### src/hdl/rpd_pkg.sv
// Shared codes and result type for the readout packet deframer.
`default_nettype none

package rpd_pkg;

    localparam logic [15:0] START_WORD = 16'hA1FA;
    localparam logic [15:0] END_WORD   = 16'h0E6A;

    localparam logic [2:0] KIND_ADDRESS   = 3'd0;
    localparam logic [2:0] KIND_COARSE    = 3'd1;
    localparam logic [2:0] KIND_TRIGGER   = 3'd2;
    localparam logic [2:0] KIND_BYTE_PAIR = 3'd3;
    localparam logic [2:0] KIND_SAMPLE    = 3'd4;
    localparam logic [2:0] KIND_END_OK    = 3'd5;
    localparam logic [2:0] KIND_ERROR     = 3'd6;

    localparam logic ERR_BAD_START = 1'b0;
    localparam logic ERR_BAD_END   = 1'b1;

    localparam logic [11:0] SAMPLE_MASK = 12'hFFF;

    typedef struct packed {
        logic [2:0]  kind;
        logic [2:0]  word_position;
        logic [31:0] wide_value;
        logic [7:0]  high_byte;
        logic [7:0]  low_byte;
        logic [2:0]  bus_addr;
        logic [3:0]  cfg_addr;
        logic        bank;
        logic [7:0]  sample_index;
        logic [3:0]  channel;
        logic [11:0] sample_value;
        logic        error_code;
    } t_result;

endpackage

`default_nettype wire

### src/hdl/readout_packet_deframer_core.sv
// Readout packet deframer: splits a 16-bit word stream into header fields and samples.
//
// Input channel: i_in_valid / o_in_stall carry one stream word per transaction on i_word.
// Output channel: o_out_valid / i_out_stall carry one decoded result per transaction.
// Each word yields zero or one result: the start word and the first coarse-time
// word yield none, every other word yields one (header field, sample, end or error).
// A word enters the input register when it is accepted; its result is
// written to the result register and leaves from there.
// Throughput is one word per cycle while o_in_stall is low; the decode is a single pass
// of field extraction and counter update between the input register and the result register.
// When the receiver stalls, the result register holds, and the input register
// still takes words that give no result; a word with a result waits in the input
// register and stalls the sender only while the result register is full and the
// receiver stalls.
// Reset (synchronous, i_rst_n low) empties both registers and returns the parser
// to idle, waiting for the start word. Sample rows are counted against CHANNELS,
// and ring indices wrap at RING_DEPTH.
`default_nettype none

module readout_packet_deframer_core #(
    parameter int CHANNELS   = 16,
    parameter int RING_DEPTH = 256
) (
    input  wire logic        i_clk,
    input  wire logic        i_rst_n,
    input  wire logic        i_in_valid,
    output logic             o_in_stall,
    input  wire logic [15:0] i_word,
    output logic             o_out_valid,
    input  wire logic        i_out_stall,
    output logic [2:0]       o_kind,
    output logic [2:0]       o_word_position,
    output logic [31:0]      o_wide_value,
    output logic [7:0]       o_high_byte,
    output logic [7:0]       o_low_byte,
    output logic [2:0]       o_bus_addr,
    output logic [3:0]       o_cfg_addr,
    output logic             o_bank,
    output logic [7:0]       o_sample_index,
    output logic [3:0]       o_channel,
    output logic [11:0]      o_sample_value,
    output logic             o_error_code
);

    typedef enum logic [3:0] {
        ST_IDLE,
        ST_HDR1,
        ST_HDR2,
        ST_HDR3,
        ST_HDR4,
        ST_HDR5,
        ST_HDR6,
        ST_HDR7,
        ST_SAMPLES,
        ST_TRAILER
    } t_phase;

    t_phase            r_phase, n_phase;
    logic [15:0]       r_coarse_high, n_coarse_high;
    logic [8:0]        r_rows_left, n_rows_left;
    logic [3:0]        r_chan, n_chan;
    logic [7:0]        r_ring, n_ring;

    logic              r_in_valid;
    logic [15:0]       r_in_word;
    logic              r_out_valid;
    rpd_pkg::t_result  r_out;

    rpd_pkg::t_result  res;
    logic              res_valid;
    logic              out_free;
    logic              proc;

    logic [7:0]        ring_start_tab [256];
    logic [4:0]        chan_inc;
    logic [8:0]        ring_inc;

    // ring start lookup, folded at elaboration
    for (genvar g = 0; g < 256; g++) begin : g_ring_tab
        assign ring_start_tab[g] = 8'(g % RING_DEPTH);
    end

    assign out_free   = !r_out_valid || !i_out_stall;
    assign proc       = r_in_valid && (!res_valid || out_free);
    assign o_in_stall = r_in_valid && !proc;

    assign chan_inc = {1'b0, r_chan} + 5'd1;
    assign ring_inc = {1'b0, r_ring} + 9'd1;

    always_comb begin
        res           = '0;
        res_valid     = 1'b1;
        n_phase       = r_phase;
        n_coarse_high = r_coarse_high;
        n_rows_left   = r_rows_left;
        n_chan        = r_chan;
        n_ring        = r_ring;
        unique case (r_phase)
            ST_IDLE: begin
                if (r_in_word == rpd_pkg::START_WORD) begin
                    res_valid = 1'b0;
                    n_phase   = ST_HDR1;
                end else begin
                    res.kind       = rpd_pkg::KIND_ERROR;
                    res.error_code = rpd_pkg::ERR_BAD_START;
                end
            end
            ST_HDR1: begin
                res.kind          = rpd_pkg::KIND_ADDRESS;
                res.word_position = 3'd1;
                res.low_byte      = r_in_word[7:0];
                res.bus_addr      = r_in_word[15:13];
                res.cfg_addr      = r_in_word[12:9];
                res.bank          = r_in_word[8];
                n_phase           = ST_HDR2;
            end
            ST_HDR2: begin
                res_valid     = 1'b0;
                n_coarse_high = r_in_word;
                n_phase       = ST_HDR3;
            end
            ST_HDR3: begin
                res.kind          = rpd_pkg::KIND_COARSE;
                res.word_position = 3'd3;
                res.wide_value    = {r_coarse_high, r_in_word};
                n_phase           = ST_HDR4;
            end
            ST_HDR4: begin
                res.kind          = rpd_pkg::KIND_TRIGGER;
                res.word_position = 3'd4;
                res.wide_value    = {16'd0, r_in_word};
                n_phase           = ST_HDR5;
            end
            ST_HDR5: begin
                res.kind          = rpd_pkg::KIND_BYTE_PAIR;
                res.word_position = 3'd5;
                res.high_byte     = r_in_word[15:8];
                res.low_byte      = r_in_word[7:0];
                n_phase           = ST_HDR6;
            end
            ST_HDR6: begin
                res.kind          = rpd_pkg::KIND_BYTE_PAIR;
                res.word_position = 3'd6;
                res.high_byte     = r_in_word[15:8];
                res.low_byte      = r_in_word[7:0];
                n_rows_left       = {1'b0, r_in_word[15:8]} + 9'd1;
                n_ring            = ring_start_tab[r_in_word[7:0]];
                n_chan            = '0;
                n_phase           = ST_HDR7;
            end
            ST_HDR7: begin
                res.kind          = rpd_pkg::KIND_BYTE_PAIR;
                res.word_position = 3'd7;
                res.high_byte     = r_in_word[15:8];
                res.low_byte      = r_in_word[7:0];
                n_phase           = ST_SAMPLES;
            end
            ST_SAMPLES: begin
                res.kind         = rpd_pkg::KIND_SAMPLE;
                res.sample_index = r_ring;
                res.channel      = r_chan;
                res.sample_value = r_in_word[11:0] & rpd_pkg::SAMPLE_MASK;
                if (chan_inc >= 5'(CHANNELS)) begin
                    n_chan = '0;
                    n_ring = (ring_inc >= 9'(RING_DEPTH)) ? 8'd0 : ring_inc[7:0];
                    n_rows_left = (r_rows_left == 9'd0) ? 9'd0 : r_rows_left - 9'd1;
                    if (n_rows_left == 9'd0) begin
                        n_phase = ST_TRAILER;
                    end
                end else begin
                    n_chan = chan_inc[3:0];
                end
            end
            ST_TRAILER: begin
                if (r_in_word == rpd_pkg::END_WORD) begin
                    res.kind = rpd_pkg::KIND_END_OK;
                end else begin
                    res.kind       = rpd_pkg::KIND_ERROR;
                    res.error_code = rpd_pkg::ERR_BAD_END;
                end
                n_phase = ST_IDLE;
            end
            default: begin
                res.kind = rpd_pkg::KIND_ERROR;
                n_phase  = ST_IDLE;
            end
        endcase
    end

    always_ff @(posedge i_clk) begin
        if (!i_rst_n) begin
            r_phase       <= ST_IDLE;
            r_coarse_high <= '0;
            r_rows_left   <= '0;
            r_chan        <= '0;
            r_ring        <= '0;
            r_in_valid    <= 1'b0;
            r_out_valid   <= 1'b0;
        end else begin
            if (!o_in_stall) begin
                r_in_valid <= i_in_valid;
            end
            if (proc) begin
                r_phase       <= n_phase;
                r_coarse_high <= n_coarse_high;
                r_rows_left   <= n_rows_left;
                r_chan        <= n_chan;
                r_ring        <= n_ring;
            end
            if (out_free) begin
                r_out_valid <= proc && res_valid;
            end
        end
    end

    always_ff @(posedge i_clk) begin
        if (i_in_valid && !o_in_stall) begin
            r_in_word <= i_word;
        end
        if (out_free && proc && res_valid) begin
            r_out <= res;
        end
    end

    assign o_out_valid     = r_out_valid;
    assign o_kind          = r_out.kind;
    assign o_word_position = r_out.word_position;
    assign o_wide_value    = r_out.wide_value;
    assign o_high_byte     = r_out.high_byte;
    assign o_low_byte      = r_out.low_byte;
    assign o_bus_addr      = r_out.bus_addr;
    assign o_cfg_addr      = r_out.cfg_addr;
    assign o_bank          = r_out.bank;
    assign o_sample_index  = r_out.sample_index;
    assign o_channel       = r_out.channel;
    assign o_sample_value  = r_out.sample_value;
    assign o_error_code    = r_out.error_code;

    a_stall_only_when_holding: assert property (
        @(posedge i_clk) disable iff (!i_rst_n)
        o_in_stall |-> (r_in_valid && res_valid && r_out_valid && i_out_stall)
    ) else $error("input stalled without a blocked result");

    a_chan_in_range: assert property (
        @(posedge i_clk) disable iff (!i_rst_n)
        {1'b0, r_chan} < 5'(CHANNELS)
    ) else $error("channel counter beyond channel count");

    a_ring_in_range: assert property (
        @(posedge i_clk) disable iff (!i_rst_n)
        {1'b0, r_ring} < 9'(RING_DEPTH)
    ) else $error("ring position beyond ring depth");

    a_sample_fields_clean: assert property (
        @(posedge i_clk) disable iff (!i_rst_n)
        (r_out_valid && r_out.kind == rpd_pkg::KIND_SAMPLE)
            |-> (r_out.word_position == 3'd0 && r_out.wide_value == 32'd0)
    ) else $error("sample result carries header fields");

    a_trailer_returns_idle: assert property (
        @(posedge i_clk) disable iff (!i_rst_n)
        (proc && r_phase == ST_TRAILER) |=> (r_phase == ST_IDLE)
    ) else $error("parser did not return to idle after trailer");

endmodule

`default_nettype wire

### config.mk
export PLATFORM = sky130hd
export DESIGN_NAME = readout_packet_deframer_core
export DESIGN_NICKNAME = d
export VERILOG_FILES = /design/src/hdl/rpd_pkg.sv /design/src/hdl/readout_packet_deframer_core.sv
export SDC_FILE = /design/constraint.sdc
export NUM_CORES = 1
export LEC_CHECK = 0
export BUFFER_PORTS_ARGS = -buffer_cell sky130_fd_sc_hd__buf_2
export CAP_MARGIN = 20
export CORE_MARGIN = 1
export CORE_UTILIZATION = 44
export CTS_CLUSTER_DIAMETER = 80
export CTS_CLUSTER_SIZE = 24
export DETAILED_ROUTE_END_ITERATION = 8
export GPL_TIMING_DRIVEN = 0
export PLACE_DENSITY = 0.74
export SLEW_MARGIN = 40
export SYNTH_ARGS = -nofsm -noshare
export SYNTH_HDL_FRONTEND = slang
export SYNTH_SLANG_ARGS = --single-unit
### constraint.sdc
create_clock -name i_clk -period 16.5 [get_ports i_clk]
set_input_delay 0 -clock i_clk [delete_from_list [all_inputs] [get_ports i_clk]]
set_output_delay 0 -clock i_clk [all_outputs]
set_load 0.01 [all_outputs]
==> metrics.md <==
| Metric | Value |
|---|---|
| Ports | `roughly 110` |
| FF-to-FF End | `r_in_word[8]` |
| Reg area | `between 3000 and 4000 sq um` |
| Placed cells | `793` |
| Vias in the first global route | `about 4200` |
| Post-route DRC | `0` |
| Area of the multi-input gates | `2060 sq um` |
| HP Class | `in2reg` |
| DR pass1 iterations | `5` |
| PD cells | `between 100 and 150 nW/um^2` |
| Critical Path RT | `16540 ps` |
| Syn Inst Count | `between 500 and 600` |
| Finished Layout Cells | `843` |
| Setup_tns | `0 ps` |
| Synth Register Bits | `~150` |
| First-pass GRT wire length | `22.4 mm` |
| Row Count | `42` |
| Most common cell in the synthesized netlist | `edfxtp_1` |
| Syn nets | `between 500 and 600` |
| Die ar. | `roughly 14000 sq um` |
| Area grow syn2layout | `26.5%` |
| Drt wl/cell | `approximately 17 microns` |
| Grt ovf | `0` |
| Number of port buffers | `between 100 and 150` |
| Rel. slew slack | `0.553` |
| Ys flop type | `edfxtp_1` |
| # Post-CTS Setup Buffers | `0` |
| Total Wirelength | `14.6 mm` |
| Max-slew violation count | `0` |
| Netlist cell types | `between 60 and 70` |
| Area contributors post-synth | `edfxtp_1 (50%), dfxtp_1 (14%), and2_1 (5.3%), and3_1 (3.0%), nor2_1 (2.7%)` |
| CTS sink count | `roughly 150` |
| CTS tree | `built` |
| Worst R2R Setup Slack | `approximately 14000 ps` |
| Reg-to-Reg Start | `r_in_word[12]` |
| Clock slew at reported path FFs | `60 ps` |
| Mapped cell area | `slightly above 6000 sq um` |
| Final Hold Fails | `0` |
| Maximum clock path buffer count | `2` |
| Clock H-tree levels | `4` |
| Die span in y | `approximately 120 microns` |
| Tcrit/Tclk final | `0.181` |
| Min Clock Period, post-route | `2990 ps` |
| Core box area | `~13000 sq um` |
| DR iter-0 viols | `approximately 460` |
| WP data arrival | `approximately 3000 ps` |
| Hold worst-path end | `r_in_word[11]` |
| Clock Latency Late Sink | `410 ps` |
| CTS resizes | `0` |
| Syn avg cell area | `12.2 sq um` |
| WHS Path Cells | `2` |
| EDFF count, synth | `between 100 and 150` |
| Initial core utilization | `0.457` |
| Max-Cap Viols | `0` |
| Fin nets | `about 680` |
| Antenna-violating nets left | `0` |
| Initial antenna violation count | `0` |
| Unrepaired setup endpoints after global routing | `false` |
| Largest net degree at the start of global routing | `19` |
| Crit-path max FO | `16` |
| LEAKAGE | `roughly 3.2 nW` |
| Final setup viols | `0` |
| Top cell type's share of synthesized area | `0.503` |
| DP HPWL | `between 9 and 10 mm` |
| Reg2reg path depth | `5` |
| CTS Buf Count | `17` |
| Commonest cells in the netlist | `edfxtp_1 (103), and2_1 (52), nor2_1 (44)` |
| Leading area contributor after synthesis | `edfxtp_1` |
| Fmax | `about 0.33 GHz` |
| Clk_skew | `~9.5 ps` |
| Fraction of registers with async set/reset | `0` |
| Critical Path Start Type | `flop` |
| Crit Path Category | `reg2reg` |
| Via count | `4564` |
| YS warnings | `0` |
| Hold wc startpoint | `i_word[11]` |
| Fill count | `1093` |
| GP Congestion | `0.850` |
| Register area share after synthesis | `0.642` |
| Peak supply drop | `roughly 0.065 mV` |
| Die W | `around 120 microns` |
| Slew at the pin closest to its max-slew limit | `approximately 660 ps` |
| Run status | `finished clean` |
| Share of cells above drive strength 1 | `0.234` |
| Drt via density | `between 5 and 6` |
| ANT cells | `0` |
| CP endpoint kind | `flop` |
| Total GRT Usage | `0.205` |
| CTS Root Cell | `clkbuf_16` |
-- layout make-up --
| cell class | count | share of cell area |
|---|---|---|
| clock inverters | 11 | 0.0175 |
| clock buffers | 20 | 0.0561 |
| repair buffers | 133 | 0.105 |
| well taps | 176 | 0.0283 |
| inverters | 6 | 0.00289 |
| plain buffers | 30 | 0.0172 |
| multi-input cells | 321 | 0.265 |
| flip-flops and latches | 146 | 0.508 |
-- how the worst max path moves through the flow --
stage	startpoint	endpoint	slack, ps
final	r_in_word[12]	r_in_word[8]	13510
after global routing	r_in_word[12]	r_in_word[8]	13350
after CTS	r_in_word[12]	r_in_word[8]	13530
after detailed placement	r_in_word[12]	r_in_word[15]	13530
after floorplan	r_in_word[9]	o_bank	10460
after global placement	r_in_word[9]	o_high_byte[3]	8820
-- flip-flops by register name, summed over array words and instances, names as in the netlist, 8 cells and up --
name and flops:
o_high_byte 8, o_low_byte 8, o_sample_index 8, o_sample_value 12, o_wide_value 32, r_coarse_high 16, r_in_word 16, r_ring 8
r_rows_left 9
-- cell usage in the layout, fill, tap and decap left out, types with 4 or more instances in the layout --
| cell | Yosys | layout |
|---|---|---|
| buf_8 | 0 | 5 |
| nand3_1 | 11 | 11 |
| o22ai_1 | 4 | 4 |
| and3_1 | 30 | 30 |
| xnor2_1 | 5 | 5 |
| nand2_1 | 18 | 18 |
| a21oi_1 | 24 | 23 |
| ha_1 | 6 | 6 |
| and2_1 | 52 | 52 |
| nor3_1 | 12 | 12 |
| o21a_1 | 4 | 4 |
| clkbuf_1 | 23 | 26 |
| edfxtp_1 | 103 | 103 |
| inv_1 | 5 | 5 |
| nor2_1 | 44 | 44 |
| mux2i_1 | 15 | 15 |
| o21ai_0 | 22 | 22 |
| dlygate4sd3_1 | 0 | 19 |
| clkbuf_16 | 0 | 17 |
| dfxtp_1 | 43 | 43 |
| nand4_1 | 5 | 5 |
| a32o_1 | 4 | 4 |
| buf_2 | 2 | 110 |
-- routing by layer --
metal	vias up	GRT usage	routed length, microns
met1	2189	0.270	6080
met4	0	0.0756	295
li1	2164	-	-
met5	-	0	0
met2	189	0.335	7260
met3	22	0.0410	1020
-- repair_timing --
item / CTS / global route
hold buffers: 19 / 0
setup endpoints to repair: 0 / 0
hold endpoints to repair: 20 / 0
-- kinds of logic after synthesis --
logic type | after synthesis | synth area share
AOI/OAI and AO/OA | 88 | 0.0980
and+or+nand+nor | 204 | 0.186
adders and majority gates | 6 | 0.0122
DFF | 146 | 0.642
muxes | 15 | 0.0244
xor gates and xnor gates | 8 | 0.0114
buffers and inverters | 36 | 0.0254
-- worst max-delay path, stage by stage, from the launching register on --
cell and delay (ps):
edfxtp_1 580, nor4b_1 520, a41oi_1 280, o21ai_0 520, nor2_1 220, nor2b_4 500
-- stage by stage --
step	setup slack [ps]	area [sq um]	util	total power, mW	hold WS, ps
global placement	8820	6920	0.514	0.445	178
floorplan	10460	6150	-	0.429	98.9
detailed placement	13530	7020	0.522	0.447	180
CTS	13530	7780	0.579	0.820	291
global route	13350	7780	0.579	0.838	304
finish	13510	7780	0.579	0.816	302
-- where the power goes --
part	total, mW	internal (mW)	switching [mW]	leakage [nW]
registers	0.408	0.401	0.00727	1.36
logic	0.0345	0.0145	0.0200	1.56
clock network	0.373	0.235	0.138	0.275
No activity file was read; power rests on OpenSTA's default activity.
